===== config.mk =====
export PLATFORM = sky130hd
export DESIGN_NAME = pmsm_field_oriented_current_speed_ctrl_unit
export DESIGN_NICKNAME = d
export VERILOG_FILES = /design/src/rtl/pfoc_pkg.sv /design/src/rtl/pfoc_datapath.sv /design/src/rtl/pfoc_ctrl.sv /design/src/rtl/pmsm_field_oriented_current_speed_ctrl_unit.sv
export VERILOG_INCLUDE_DIRS = /design/src /design/src/rtl
export SDC_FILE = /design/constraint.sdc
export NUM_CORES = 2
export LEC_CHECK = 0
export ABC_AREA = 1
export BUFFER_PORTS_ARGS = -buffer_cell sky130_fd_sc_hd__clkbuf_2
export CORE_MARGIN = 5
export CORE_UTILIZATION = 45
export CTS_BUF_LIST = sky130_fd_sc_hd__clkbuf_2
export CTS_CLUSTER_DIAMETER = 120
export DETAILED_ROUTE_END_ITERATION = 7
export PLACE_DENSITY_LB_ADDON = 0.25
export SLEW_MARGIN = 30
export SYNTH_ARGS = -nofsm -noshare
export SYNTH_HDL_FRONTEND = slang
export SYNTH_HIERARCHICAL = 1
export SYNTH_SLANG_ARGS = --single-unit
export TNS_END_PERCENT = 100

===== constraint.sdc =====
create_clock -name clk -period 23 [get_ports clk]
set_input_delay 3.45 -clock clk [delete_from_list [all_inputs] [get_ports clk]]
set_output_delay 3.45 -clock clk [all_outputs]
set_load 0.005 [all_outputs]

===== src/rtl/pmsm_field_oriented_current_speed_ctrl_unit_assert.svh =====
// Assertion macros used by the field-oriented controller sequencer.
// Needs a clock and an active-low reset name at each use.
`ifndef PMSM_FIELD_ORIENTED_CURRENT_SPEED_CTRL_UNIT_ASSERT_SVH
`define PMSM_FIELD_ORIENTED_CURRENT_SPEED_CTRL_UNIT_ASSERT_SVH

// Consequent must hold in the same cycle as the antecedent.
`define PFOC_ASSERT_NOW(name, clk_s, rst_n, ante, cons) \
	name: assert property (@(posedge clk_s) disable iff (!rst_n) (ante) |-> (cons)) \
		else $error("pfoc assertion failed");

// Consequent must hold in the cycle after the antecedent.
`define PFOC_ASSERT_NEXT(name, clk_s, rst_n, ante, cons) \
	name: assert property (@(posedge clk_s) disable iff (!rst_n) (ante) |=> (cons)) \
		else $error("pfoc assertion failed");

`endif


===== src/rtl/pfoc_pkg.sv =====
// Shared types and constants of the field-oriented controller.
// Used by the controller, the datapath and the top level.
package pfoc_pkg;

	// sequencer steps, one per clock outside the IDLE and DONE waits
	typedef enum logic [5:0] {
		ST_IDLE,
		ST_SX,
		ST_M1, ST_M2, ST_M3, ST_M4, ST_M5, ST_M6, ST_M7, ST_M8,
		ST_P1, ST_P2, ST_P3, ST_P4, ST_P5,
		ST_V1, ST_V2,
		ST_W1, ST_W2, ST_W3,
		ST_PI1, ST_PI2, ST_PI3, ST_PI4, ST_PI5, ST_PI6, ST_PI7,
		ST_DE, ST_QE,
		ST_I1, ST_I2, ST_I3, ST_I4, ST_I5,
		ST_DONE
	} step_t;

	typedef enum logic [1:0] {
		LP_SPD,
		LP_D,
		LP_Q
	} loop_t;

	typedef struct packed {
		step_t step;
		loop_t lp;
		logic  cos_pass;
		logic  take;
		logic  publish;
	} dp_cmd_t;

	typedef struct packed {
		logic [15:0]        kp_cur;
		logic [15:0]        ki_cur;
		logic [15:0]        kp_spd;
		logic [15:0]        ki_spd;
		logic [14:0]        iq_lim;
		logic [15:0]        spd_scale;
		logic signed [15:0] align_cur;
	} cfg_t;

	// configuration register indexes
	localparam int unsigned CFG_IDX_W = 3;
	localparam logic [CFG_IDX_W-1:0] CFG_KP_CURRENT  = 3'd0;
	localparam logic [CFG_IDX_W-1:0] CFG_KI_CURRENT  = 3'd1;
	localparam logic [CFG_IDX_W-1:0] CFG_KP_SPEED    = 3'd2;
	localparam logic [CFG_IDX_W-1:0] CFG_KI_SPEED    = 3'd3;
	localparam logic [CFG_IDX_W-1:0] CFG_IQ_LIMIT    = 3'd4;
	localparam logic [CFG_IDX_W-1:0] CFG_SPEED_SCALE = 3'd5;
	localparam logic [CFG_IDX_W-1:0] CFG_ALIGN_CUR   = 3'd6;

	// 0.57735 in Q0.16
	localparam int unsigned VS_COEF = 37837;

	// quarter-wave sine polynomial, Q16
	localparam int unsigned SIN_C1 = 102919;
	localparam int unsigned SIN_C3 = 42121;
	localparam int unsigned SIN_C5 = 4739;

endpackage


===== src/rtl/pfoc_datapath.sv =====
// Datapath of the field-oriented controller: shared multiplier, sine unit,
// Park transforms and the three PI loops. Depends on pfoc_pkg.
module pfoc_datapath import pfoc_pkg::*; #(
	parameter int DATA_BITS        = 16,
	parameter int SINE_TABLE_DEPTH = 1024
) (
	input  logic                        clk,
	input  logic                        arst_n,
	input  dp_cmd_t                     cmd,
	input  cfg_t                        cfg,
	input  logic signed [DATA_BITS-1:0] i_alpha,
	input  logic signed [DATA_BITS-1:0] i_beta,
	input  logic [15:0]                 rotor_angle,
	input  logic signed [DATA_BITS-1:0] rotor_speed,
	input  logic signed [DATA_BITS-1:0] speed_reference,
	input  logic [DATA_BITS-1:0]        bus_voltage,
	input  logic                        align,
	output logic                        align_mode,
	output logic signed [DATA_BITS-1:0] v_alpha,
	output logic signed [DATA_BITS-1:0] v_beta,
	output logic signed [DATA_BITS-1:0] i_d,
	output logic signed [DATA_BITS-1:0] i_q,
	output logic signed [DATA_BITS-1:0] iq_command,
	output logic                        d_limited,
	output logic                        q_limited
);

	localparam int DB  = DATA_BITS;
	localparam int OW  = (DB + 2 > 20) ? DB + 2 : 20;
	localparam int PW  = 2 * OW;
	localparam int SW  = PW + 1;
	localparam int EW  = ((DB > 16) ? DB : 16) + 1;
	localparam int PSW = EW + 9;
	localparam int UW  = EW + 10;
	localparam int LW  = DB + 1;
	localparam int VW  = DB + 2;
	localparam int XW  = 48;
	localparam int TSH = 16 - $clog2(SINE_TABLE_DEPTH);
	localparam logic [15:0] ANG_MASK = ~((16'd1 << TSH) - 16'd1);
	localparam logic signed [SW-1:0] DMAX_W = SW'((64'sd1 <<< (DB - 1)) - 64'sd1);
	localparam logic signed [SW-1:0] DMIN_W = -DMAX_W - SW'(1);
	localparam logic signed [PW-1:0] AMP_P  = PW'((64'sd1 <<< (DB - 1)) - 64'sd1);
	localparam logic signed [XW-1:0] S32MAX = XW'(64'sd2147483647);
	localparam logic signed [XW-1:0] S32MIN = -S32MAX - XW'(1);
	localparam logic signed [XW-1:0] S18MAX = XW'(64'sd131071);
	localparam logic signed [XW-1:0] S18MIN = -S18MAX - XW'(1);

	function automatic logic signed [DB-1:0] sat_db(input logic signed [SW-1:0] v);
		logic signed [DB-1:0] r;
		if (v > DMAX_W)
			r = DMAX_W[DB-1:0];
		else if (v < DMIN_W)
			r = DMIN_W[DB-1:0];
		else
			r = v[DB-1:0];
		return r;
	endfunction

	function automatic logic signed [31:0] sat32(input logic signed [XW-1:0] v);
		logic signed [31:0] r;
		if (v > S32MAX)
			r = S32MAX[31:0];
		else if (v < S32MIN)
			r = S32MIN[31:0];
		else
			r = v[31:0];
		return r;
	endfunction

	function automatic logic signed [17:0] sat18(input logic signed [XW-1:0] v);
		logic signed [17:0] r;
		if (v > S18MAX)
			r = S18MAX[17:0];
		else if (v < S18MIN)
			r = S18MIN[17:0];
		else
			r = v[17:0];
		return r;
	endfunction

	// captured item
	logic signed [DB-1:0] ia_q, ib_q, wr_q, sref_q;
	logic [DB-1:0]        bus_q;
	logic                 align_q;
	logic [15:0]          ang_q;

	// sine unit
	logic [1:0]           quad_q;
	logic [16:0]          x_q, x2_q, t_q;
	logic signed [DB-1:0] sin_q, cos_q;

	// shared multiplier
	logic signed [OW-1:0] mul_a, mul_b;
	logic signed [PW-1:0] prod_q, acc_q;

	// transforms and loops
	logic signed [DB-1:0] id_q, iq_q, va_q, vb_q, wref_q;
	logic [DB-1:0]        vdmax_q;
	logic signed [EW-1:0] err_q;
	logic signed [17:0]   eki_q;
	logic signed [18:0]   esum_q;
	logic signed [PSW-1:0] p_q;
	logic signed [UW-1:0] u_q;
	logic                 hi_q, lo_q;
	logic signed [15:0]   iqref_q;
	logic signed [VW-1:0] vd_q, vq_q;
	logic                 dl_q, ql_q;

	logic signed [31:0]   integ_q [3];
	logic signed [17:0]   prev_q  [3];
	logic signed [31:0]   wind_q  [3];

	// result register
	logic signed [DB-1:0] o_va_q, o_vb_q, o_id_q, o_iq_q, o_iqc_q;
	logic                 o_dl_q, o_ql_q;

	// sine helpers
	logic [15:0]          ph;
	logic [16:0]          x_raw;
	logic signed [PW-1:0] rnd;
	logic signed [DB-1:0] sine_mag, sine_val;

	// loop selection
	logic [15:0]          kp_sel, ki_sel;
	logic [LW-1:0]        lim_sel;
	logic signed [UW-1:0] lim_s, out_v;
	logic signed [31:0]   integ_cur, wind_cur;
	logic signed [17:0]   prev_cur;
	logic signed [EW-1:0] id_ref;

	always_comb begin
		ph    = cmd.cos_pass ? ang_q + 16'd16384 : ang_q;
		x_raw = {1'b0, ph[13:0], 2'b00};
		rnd   = (prod_q + PW'(32768)) >>> 16;
		if (rnd > AMP_P)
			sine_mag = AMP_P[DB-1:0];
		else
			sine_mag = rnd[DB-1:0];
		sine_val = quad_q[1] ? -sine_mag : sine_mag;
	end

	always_comb begin
		case (cmd.lp)
			LP_SPD: begin
				kp_sel  = cfg.kp_spd;
				ki_sel  = cfg.ki_spd;
				lim_sel = LW'(cfg.iq_lim);
			end
			LP_D: begin
				kp_sel  = cfg.kp_cur;
				ki_sel  = cfg.ki_cur;
				lim_sel = {1'b0, vdmax_q};
			end
			default: begin
				kp_sel  = cfg.kp_cur;
				ki_sel  = cfg.ki_cur;
				lim_sel = {vdmax_q, 1'b0};
			end
		endcase
		lim_s     = UW'($signed({1'b0, lim_sel}));
		integ_cur = integ_q[cmd.lp];
		prev_cur  = prev_q[cmd.lp];
		wind_cur  = wind_q[cmd.lp];
		if (hi_q)
			out_v = lim_s;
		else if (lo_q)
			out_v = -lim_s;
		else
			out_v = u_q;
		id_ref = align_q ? EW'(cfg.align_cur) : '0;
	end

	// multiplier operand select
	always_comb begin
		mul_a = '0;
		mul_b = '0;
		case (cmd.step)
			ST_M1: begin
				mul_a = OW'($signed({1'b0, x_q}));
				mul_b = OW'($signed({1'b0, x_q}));
			end
			ST_M2: begin
				mul_a = OW'($signed({1'b0, 17'(SIN_C5)}));
				mul_b = OW'($signed({1'b0, prod_q[32:16]}));
			end
			ST_M4: begin
				mul_a = OW'($signed({1'b0, t_q}));
				mul_b = OW'($signed({1'b0, x2_q}));
			end
			ST_M6: begin
				mul_a = OW'($signed({1'b0, t_q}));
				mul_b = OW'($signed({1'b0, x_q}));
			end
			ST_M7: begin
				mul_a = OW'($signed({1'b0, prod_q[32:16]}));
				mul_b = OW'(AMP_P);
			end
			ST_P1: begin
				mul_a = OW'(cos_q);
				mul_b = OW'(ia_q);
			end
			ST_P2: begin
				mul_a = OW'(sin_q);
				mul_b = OW'(ib_q);
			end
			ST_P3: begin
				mul_a = OW'(cos_q);
				mul_b = OW'(ib_q);
			end
			ST_P4: begin
				mul_a = OW'(sin_q);
				mul_b = OW'(ia_q);
			end
			ST_V1: begin
				mul_a = OW'($signed({1'b0, 16'(VS_COEF)}));
				mul_b = OW'($signed({1'b0, bus_q}));
			end
			ST_W1: begin
				mul_a = OW'($signed({1'b0, cfg.spd_scale}));
				mul_b = OW'(sref_q);
			end
			ST_PI1: begin
				mul_a = OW'($signed({1'b0, kp_sel}));
				mul_b = OW'(err_q);
			end
			ST_PI3: begin
				mul_a = OW'($signed({1'b0, ki_sel}));
				mul_b = OW'(esum_q);
			end
			ST_I1: begin
				mul_a = OW'(cos_q);
				mul_b = OW'(vd_q);
			end
			ST_I2: begin
				mul_a = OW'(sin_q);
				mul_b = OW'(vq_q);
			end
			ST_I3: begin
				mul_a = OW'(sin_q);
				mul_b = OW'(vd_q);
			end
			ST_I4: begin
				mul_a = OW'(cos_q);
				mul_b = OW'(vq_q);
			end
			default: ;
		endcase
	end

	// working registers
	always_ff @(posedge clk) begin
		prod_q <= mul_a * mul_b;
		if (cmd.take) begin
			ia_q    <= i_alpha;
			ib_q    <= i_beta;
			wr_q    <= rotor_speed;
			sref_q  <= speed_reference;
			bus_q   <= bus_voltage;
			align_q <= align;
			ang_q   <= align ? 16'd0 : (rotor_angle & ANG_MASK);
			iqref_q <= '0;
		end
		case (cmd.step)
			ST_SX: begin
				quad_q <= ph[15:14];
				x_q    <= ph[14] ? 17'h10000 - x_raw : x_raw;
			end
			ST_M2: x2_q <= prod_q[32:16];
			ST_M3: t_q  <= 17'(SIN_C3) - prod_q[32:16];
			ST_M5: t_q  <= 17'(SIN_C1) - prod_q[32:16];
			ST_M8: begin
				if (cmd.cos_pass)
					cos_q <= sine_val;
				else
					sin_q <= sine_val;
			end
			ST_P2, ST_P4, ST_I2, ST_I4: acc_q <= prod_q;
			ST_P3: id_q <= sat_db((SW'(acc_q) + SW'(prod_q)) >>> (DB - 1));
			ST_P5: iq_q <= sat_db((SW'(acc_q) - SW'(prod_q)) >>> (DB - 1));
			ST_V2: vdmax_q <= prod_q[16 +: DB];
			ST_W2: wref_q <= sat_db(SW'(prod_q >>> 8));
			ST_W3: err_q <= EW'(wref_q) - EW'(wr_q);
			ST_DE: err_q <= id_ref - EW'(id_q);
			ST_QE: err_q <= EW'(iqref_q) - EW'(iq_q);
			ST_PI1: eki_q <= sat18(XW'(err_q) - XW'(wind_cur));
			ST_PI2: begin
				p_q    <= PSW'(prod_q >>> 8);
				esum_q <= 19'(eki_q) + 19'(prev_cur);
			end
			ST_PI5: u_q <= UW'(p_q) + UW'(integ_cur >>> 16);
			ST_PI6: begin
				hi_q <= (u_q >= lim_s);
				lo_q <= (u_q <= -lim_s);
			end
			ST_PI7: begin
				case (cmd.lp)
					LP_SPD: iqref_q <= 16'(out_v);
					LP_D: begin
						vd_q <= VW'(out_v);
						dl_q <= hi_q | lo_q;
					end
					default: begin
						vq_q <= VW'(out_v);
						ql_q <= hi_q | lo_q;
					end
				endcase
			end
			ST_I3: va_q <= sat_db((SW'(acc_q) - SW'(prod_q)) >>> (DB - 1));
			ST_I5: vb_q <= sat_db((SW'(acc_q) + SW'(prod_q)) >>> (DB - 1));
			default: ;
		endcase
		if (cmd.publish) begin
			o_va_q  <= va_q;
			o_vb_q  <= vb_q;
			o_id_q  <= id_q;
			o_iq_q  <= iq_q;
			o_iqc_q <= DB'(iqref_q);
			o_dl_q  <= dl_q;
			o_ql_q  <= ql_q;
		end
	end

	// loop state, cleared by reset
	always_ff @(posedge clk or negedge arst_n) begin
		if (!arst_n) begin
			for (int i = 0; i < 3; i++) begin
				integ_q[i] <= '0;
				prev_q[i]  <= '0;
				wind_q[i]  <= '0;
			end
		end else begin
			if (cmd.step == ST_PI4)
				integ_q[cmd.lp] <= sat32(XW'(integ_cur) + XW'(prod_q));
			if (cmd.step == ST_PI7) begin
				wind_q[cmd.lp] <= sat32(XW'(u_q) - XW'(out_v));
				prev_q[cmd.lp] <= eki_q;
			end
		end
	end

	assign align_mode = align_q;
	assign v_alpha    = o_va_q;
	assign v_beta     = o_vb_q;
	assign i_d        = o_id_q;
	assign i_q        = o_iq_q;
	assign iq_command = o_iqc_q;
	assign d_limited  = o_dl_q;
	assign q_limited  = o_ql_q;

endmodule


===== src/rtl/pfoc_ctrl.sv =====
// Sequencer of the field-oriented controller: steps the datapath through
// one control tick and owns the input and output handshakes. Uses pfoc_pkg.
`include "pmsm_field_oriented_current_speed_ctrl_unit_assert.svh"

module pfoc_ctrl import pfoc_pkg::*; (
	input  logic    clk,
	input  logic    arst_n,
	input  logic    s_tvalid,
	output logic    s_tready,
	output logic    m_tvalid,
	input  logic    m_tready,
	input  logic    align_mode,
	output dp_cmd_t cmd
);

	step_t state_q, state_d;
	loop_t lp_q, lp_d;
	logic  cos_q, cos_d;
	logic  out_valid_q;
	logic  go;

	assign go = !out_valid_q || m_tready;

	// next state
	always_comb begin
		state_d = state_q;
		lp_d    = lp_q;
		cos_d   = cos_q;
		unique case (state_q)
			ST_IDLE: begin
				if (s_tvalid) begin
					state_d = ST_SX;
					cos_d   = 1'b0;
				end
			end
			ST_SX:  state_d = ST_M1;
			ST_M1:  state_d = ST_M2;
			ST_M2:  state_d = ST_M3;
			ST_M3:  state_d = ST_M4;
			ST_M4:  state_d = ST_M5;
			ST_M5:  state_d = ST_M6;
			ST_M6:  state_d = ST_M7;
			ST_M7:  state_d = ST_M8;
			ST_M8: begin
				if (cos_q) begin
					state_d = ST_P1;
				end else begin
					state_d = ST_SX;
					cos_d   = 1'b1;
				end
			end
			ST_P1:  state_d = ST_P2;
			ST_P2:  state_d = ST_P3;
			ST_P3:  state_d = ST_P4;
			ST_P4:  state_d = ST_P5;
			ST_P5:  state_d = ST_V1;
			ST_V1:  state_d = ST_V2;
			ST_V2:  state_d = align_mode ? ST_DE : ST_W1;
			ST_W1:  state_d = ST_W2;
			ST_W2:  state_d = ST_W3;
			ST_W3: begin
				state_d = ST_PI1;
				lp_d    = LP_SPD;
			end
			ST_PI1: state_d = ST_PI2;
			ST_PI2: state_d = ST_PI3;
			ST_PI3: state_d = ST_PI4;
			ST_PI4: state_d = ST_PI5;
			ST_PI5: state_d = ST_PI6;
			ST_PI6: state_d = ST_PI7;
			ST_PI7: begin
				unique case (lp_q)
					LP_SPD:  state_d = ST_DE;
					LP_D:    state_d = ST_QE;
					default: state_d = ST_I1;
				endcase
			end
			ST_DE: begin
				state_d = ST_PI1;
				lp_d    = LP_D;
			end
			ST_QE: begin
				state_d = ST_PI1;
				lp_d    = LP_Q;
			end
			ST_I1:  state_d = ST_I2;
			ST_I2:  state_d = ST_I3;
			ST_I3:  state_d = ST_I4;
			ST_I4:  state_d = ST_I5;
			ST_I5:  state_d = ST_DONE;
			ST_DONE: begin
				if (go)
					state_d = ST_IDLE;
			end
			default: state_d = ST_IDLE;
		endcase
	end

	// outputs
	always_comb begin
		s_tready     = (state_q == ST_IDLE);
		cmd.step     = state_q;
		cmd.lp       = lp_q;
		cmd.cos_pass = cos_q;
		cmd.take     = (state_q == ST_IDLE) && s_tvalid;
		cmd.publish  = (state_q == ST_DONE) && go;
	end

	always_ff @(posedge clk or negedge arst_n) begin
		if (!arst_n) begin
			state_q     <= ST_IDLE;
			lp_q        <= LP_SPD;
			cos_q       <= 1'b0;
			out_valid_q <= 1'b0;
		end else begin
			state_q <= state_d;
			lp_q    <= lp_d;
			cos_q   <= cos_d;
			if (cmd.publish)
				out_valid_q <= 1'b1;
			else if (m_tready)
				out_valid_q <= 1'b0;
		end
	end

	assign m_tvalid = out_valid_q;

	`PFOC_ASSERT_NEXT(a_accept_starts_sine, clk, arst_n, s_tvalid && s_tready, state_q == ST_SX && !cos_q)
	`PFOC_ASSERT_NEXT(a_cos_pass_follows, clk, arst_n, state_q == ST_M8 && !cos_q, state_q == ST_SX && cos_q)
	`PFOC_ASSERT_NEXT(a_result_held, clk, arst_n, out_valid_q && !m_tready, out_valid_q)
	`PFOC_ASSERT_NEXT(a_q_loop_to_inv, clk, arst_n, state_q == ST_PI7 && lp_q == LP_Q, state_q == ST_I1)

endmodule


===== src/rtl/pmsm_field_oriented_current_speed_ctrl_unit.sv =====
// Items are handled one at a time: a new item is accepted only in the idle state.
// In align mode the speed scaling and speed loop steps are skipped. One shared multiplier
// carries every product: sine/cosine, Park, voltage limit, speed scaling, speed, d and q loops,
// inverse Park. A new item is taken while the previous result waits in the output register.
// Reset (arst_n low, asynchronous) clears the sequencer, loop integrators,
// windup and error history, and loads the configuration defaults.
module pmsm_field_oriented_current_speed_ctrl_unit import pfoc_pkg::*; #(
	parameter int DATA_BITS        = 16,
	parameter int SINE_TABLE_DEPTH = 1024
) (
	input  logic                                clk,
	input  logic                                arst_n,
	// input stream
	input  logic                                s_tvalid,
	output logic                                s_tready,
	// i_alpha, i_beta, rotor_angle[15:0], rotor_speed, speed_reference,
	// bus_voltage, then zero fill
	input  logic [((5*DATA_BITS+16+7)/8)*8-1:0] s_tdata,
	// align
	input  logic                                s_tuser,
	// result stream
	output logic                                m_tvalid,
	input  logic                                m_tready,
	// v_alpha, v_beta, i_d, i_q, iq_command, then zero fill
	output logic [((5*DATA_BITS+7)/8)*8-1:0]    m_tdata,
	// d_limited, q_limited
	output logic [1:0]                          m_tuser,
	// configuration writes
	input  logic                                cfg_valid,
	output logic                                cfg_ready,
	input  logic [CFG_IDX_W-1:0]                cfg_index,
	input  logic [15:0]                         cfg_data
);

	localparam int DB    = DATA_BITS;
	localparam int OUT_W = ((5 * DB + 7) / 8) * 8;

	cfg_t    cfg_q;
	dp_cmd_t cmd;
	logic    align_mode;

	logic signed [DB-1:0] v_alpha, v_beta, i_d, i_q, iq_command;
	logic                 d_limited, q_limited;

	// register file; writes land any cycle, the block only needs them stable per tick
	assign cfg_ready = 1'b1;

	always_ff @(posedge clk or negedge arst_n) begin
		if (!arst_n) begin
			cfg_q.kp_cur    <= 16'd256;
			cfg_q.ki_cur    <= 16'd0;
			cfg_q.kp_spd    <= 16'd256;
			cfg_q.ki_spd    <= 16'd0;
			cfg_q.iq_lim    <= 15'd16384;
			cfg_q.spd_scale <= 16'd256;
			cfg_q.align_cur <= -16'sd16384;
		end else if (cfg_valid) begin
			unique case (cfg_index)
				CFG_KP_CURRENT:  cfg_q.kp_cur    <= cfg_data;
				CFG_KI_CURRENT:  cfg_q.ki_cur    <= cfg_data;
				CFG_KP_SPEED:    cfg_q.kp_spd    <= cfg_data;
				CFG_KI_SPEED:    cfg_q.ki_spd    <= cfg_data;
				CFG_IQ_LIMIT:    cfg_q.iq_lim    <= cfg_data[14:0];
				CFG_SPEED_SCALE: cfg_q.spd_scale <= cfg_data;
				CFG_ALIGN_CUR:   cfg_q.align_cur <= $signed(cfg_data);
				default: ;  // index past the register list is dropped
			endcase
		end
	end

	// sequencer: handshakes and step order
	pfoc_ctrl u_ctrl (
		.clk        (clk),
		.arst_n     (arst_n),
		.s_tvalid   (s_tvalid),
		.s_tready   (s_tready),
		.m_tvalid   (m_tvalid),
		.m_tready   (m_tready),
		.align_mode (align_mode),
		.cmd        (cmd)
	);

	// arithmetic, loop state and the result register
	pfoc_datapath #(
		.DATA_BITS        (DATA_BITS),
		.SINE_TABLE_DEPTH (SINE_TABLE_DEPTH)
	) u_dp (
		.clk             (clk),
		.arst_n          (arst_n),
		.cmd             (cmd),
		.cfg             (cfg_q),
		.i_alpha         ($signed(s_tdata[0 +: DB])),
		.i_beta          ($signed(s_tdata[DB +: DB])),
		.rotor_angle     (s_tdata[2*DB +: 16]),
		.rotor_speed     ($signed(s_tdata[2*DB+16 +: DB])),
		.speed_reference ($signed(s_tdata[3*DB+16 +: DB])),
		.bus_voltage     (s_tdata[4*DB+16 +: DB]),
		.align           (s_tuser),
		.align_mode      (align_mode),
		.v_alpha         (v_alpha),
		.v_beta          (v_beta),
		.i_d             (i_d),
		.i_q             (i_q),
		.iq_command      (iq_command),
		.d_limited       (d_limited),
		.q_limited       (q_limited)
	);

	assign m_tdata = OUT_W'({iq_command, i_q, i_d, v_beta, v_alpha});
	assign m_tuser = {q_limited, d_limited};

endmodule


==> results.md <==
- Post-synth net total: 9,559
- Sequential share of the synthesized area: a little under two fifths
- Final critical-path required period: ~10 ns
- Setup repair after global routing missed its margin: no
- Total routing resource utilization after global routing: ~30%
- Worst slew pin tran: roughly 1.2 ns
- Maximum level of the CTS H-tree: 4
- Hold Fails Final Rpt: 0
- Number of standard cells after synthesis: about 8,600
- Number of enable flip-flop cells after synthesis: ~530
- Destination of the worst hold path: u_dp/v_alpha[10]
- Critical path type: register to register
- Via count: roughly 62,000
- Multi-input gate area in the final layout: roughly 0.039 sq mm
- Remaining global-route overflow: 0
- Nature of the critical path startpoint: register
- Pwr Density: between 150 and 200 mW/mm^2
- Main combinational cell family by area after synthesis: simple AND/OR/NAND/NOR gates
- CTS sink cnt: 946
- Chip Width: ~410 um
- Fin Clk Skew: around 0.16 ns
- Reg2reg setup slack: between 10 and 15 ns
- Most frequently used flop master after synthesis: edfxtp_1
- Xor and xnor area share after synthesis: around 3.2%
- Combined flip-flop and latch cell area: 0.0261 sq mm
- Most frequent cell on the critical path: fa_1
- CP max-delay cell: nand2_1
- Post-synthesis area per instance: approximately 8 sq um
- Reported leakage power: between 30 and 40 nW
- Starting utilization of the core area: between 40% and 50%
- Largest fanout on the critical path: 13
- Average wire per cell in the routed design: ~22 um
- Maximum vdd drop: 0.176 mV
- Multiplexer fraction of the synthesized cell area: 0%
- Area share of and/or/nand/nor cells after synthesis: 22.3%
- Number of remaining DRC errors: 0
- Hold buffers post-CTS: 0
- Worst R2R End: u_dp/prod_q[26]
- Relative area change from synthesis to final layout: 8.33%
- Number of global-route vias before repair: 58,900
- Post-CTS resize count: 0
- CTS Buffer Depth: 3
- Buffer cell driving the clock tree root: clkbuf_2
- Site Rows: 145
- Reg-to-Reg Start: u_ctrl/state_q[4]
- Final wirelength: 251 mm
- Required time at the worst-slack endpoint: 24.61 ns
- Fraction of layout cells with a size suffix above 1: between 10% and 20%
- Overall Power: between 10 and 15 mW
- Delay contributed by the slowest stage of the critical path: ~0.76 ns
- 1st-pass router iterations: 6
- Clock latency reported for the late side of the worst-skew pair: 1.82 ns
- Post-route setup TNS: 0 ns
- Post-route antenna net violation count: 0
- Number of max-slew violations in the final report: 0
- Proportion of synthesized flip-flops having asynchronous set or reset: a little under two fifths
- Post-Syn Area: 0.0710 sq mm
- Number of antenna violations at the first check in global routing: 17
- Detailed-placement wirelength estimate: 197 mm
- I/O Pins: 206
- Vias per cell: between 5 and 6
- Outcome: finished clean
- Core outline area: ~0.16 sq mm
- Adder-Cell Fraction of Synth Area: between 10% and 20%
- Count of state elements after synthesis: ~950
- Source of the critical timing path: u_ctrl/state_q[4]
- Buffers inserted by post-CTS timing repair: 0
- Class of the most critical hold timing path: register to register
- Global placer's final weighted congestion: between 1 and 1.5
- Fill cells: roughly 15,000
- Detailed router's first-iteration violation count: slightly below 7,000
- Height of the die: a little over 400 um
- Tcrit/Tclk final: 45.3%
- Arrival @ worst endpoint: roughly 12 ns
- Global-route wire length before repair: approximately 370 mm
- Clock slew at the register clock pins of the worst setup and hold paths: about 0.11 ns
- Number of port buffers: about 200
- Crit. End Element: register
- Count of warnings emitted by yosys: 6
- Net total in the final layout: about 9,900
- Maximum clock frequency: 0.0961 GHz
- Max-slew headroom: a little under a fifth
- Maxcap violations: 0
- Area fraction in compound gates after synthesis: ~10%
- Die area: 0.166 sq mm
- Pin count of the biggest net entering global routing: ~110
- Number of buffers inserted during clock tree synthesis: about 240
- Synth unique cells: 94
- TritonCTS clock tree: yes
- Cells on Worst Hold Path: 0
- Setup-violating endpoint count in the final report: 0
- Launch point of the worst hold path: u_dp/va_q[10]
- Reg2Reg Depth: 28
## layer usage
layer	global-route usage, %	vias up	share of wire [%]
met2	44.6	2721	43
met1	41.2	29800	42
li1	-	28600	-
met3	7.59	416	10
met5	0	-	0.028
met4	10.9	10	3.8
## layout by cell type, fill, tap and decap left out, types with 33 or more instances in the layout
| cell type | n |
|---|---|
| clkbuf_2 | 545 |
| nor2_1 | 650 |
| inv_1 | 1240 |
| clkinv_1 | 70 |
| ha_1 | 423 |
| a31oi_1 | 35 |
| xor2_1 | 176 |
| dfxtp_1 | 56 |
| nand2_1 | 2499 |
| inv_2 | 62 |
| a22o_1 | 42 |
| fa_1 | 404 |
| buf_4 | 93 |
| edfxtp_1 | 532 |
| nand3_1 | 360 |
| xnor2_1 | 76 |
| dfrtp_1 | 352 |
| nor3_1 | 68 |
| o21ai_0 | 349 |
| a221oi_1 | 36 |
| nand4_1 | 64 |
| a21oi_1 | 442 |
| o21bai_1 | 33 |
| a22oi_1 | 46 |
## synthesized netlist by cell type (32+ instances only)
| cell | number | area, sq um |
|---|---|---|
| a21oi_1 | 442 | 2210 |
| a22oi_1 | 46 | 345 |
| fa_1 | 404 | 8090 |
| o211ai_1 | 32 | 240 |
| clkbuf_1 | 97 | 364 |
| a221oi_1 | 37 | 324 |
| inv_1 | 1241 | 4660 |
| edfxtp_1 | 532 | 16000 |
| nand2_1 | 2501 | 9390 |
| a22o_1 | 42 | 368 |
| buf_2 | 90 | 450 |
| a31oi_1 | 35 | 219 |
| dfrtp_1 | 352 | 8810 |
| o21bai_1 | 33 | 248 |
| nor3_1 | 72 | 360 |
| o21ai_0 | 349 | 1750 |
| nand4_1 | 64 | 400 |
| nand3_1 | 361 | 1810 |
| xor2_1 | 176 | 1540 |
| buf_4 | 33 | 248 |
| inv_2 | 58 | 218 |
| xnor2_1 | 76 | 666 |
| ha_1 | 423 | 5290 |
| nor2_1 | 661 | 2480 |
| dfxtp_1 | 56 | 1120 |
## worst max path at each step
stage	to	slack, ns	cells after the start
after floorplan	u_dp/prod_q[37]	15.05	35
after global placement	u_dp/prod_q[26]	12.69	28
after detailed placement	u_dp/prod_q[26]	12.77	28
after CTS	u_dp/prod_q[26]	12.70	28
after global routing	u_dp/prod_q[36]	12.12	32
final	u_dp/prod_q[26]	12.59	28
## cell type report
type | instances | share of cell area (%)
repair buffers | 299 | 2.37
diodes | 20 | 0.0651
well taps | 2058 | 3.35
flip-flops and latches | 946 | 33.9
clock inverters | 108 | 0.984
clock buffers | 348 | 2.26
multi-input cells | 6124 | 50.7
inverters | 1311 | 6.41
## cells by family (layout without fill, tap and decap cells)
group                      after synthesis  count (layout)
xor gates and xnor gates               256             256
AOI/OAI and AO/OA                     1206            1206
other                                    1              21
buffers and inverters                 1541            2066
and+or+nand+nor                       3834            3834
DFF                                    946             946
adders and majority gates              827             827
## critical path: cells and delay by family, from the launching register on
kind            cells  cell delay (ns)
flops               1             0.75
fa+ha+maj           8             4.00
compound gates      8             2.03
buf+inv             6             0.95
xor+xnor            1             0.25
simple gates        5             2.30
## metrics by stage
step	worst slack, ns	area [sq um]	util [%]	instances	hold WS (ns)
after floorplan	15.05	71000	-	8611	0.400
after global placement	12.69	74200	47.4	10700	0.402
after detailed placement	12.77	74300	47.4	10700	0.405
after CTS	12.70	76800	49.0	11200	0.421
after global routing	12.12	76900	49.1	11200	0.429
final	12.59	76900	49.1	11200	0.417
## flip-flops by register name, summed over array words and instances (netlist names), 17 cells and up
name and cells:
cfg_q 111, u_dp/acc_q 40, u_dp/eki_q 18, u_dp/err_q 17, u_dp/esum_q 19, u_dp/integ_q 96, u_dp/p_q 26, u_dp/prev_q 54
u_dp/prod_q 40, u_dp/t_q 17, u_dp/u_q 27, u_dp/vd_q 18, u_dp/vq_q 18, u_dp/wind_q 87, u_dp/x2_q 17
## report_power, final
group	switching (mW)	internal [mW]
Clock	0.755	0.531
Sequential	0.207	2.22
Combinational	5.83	2.59
No activity file was read; power rests on OpenSTA's default activity.
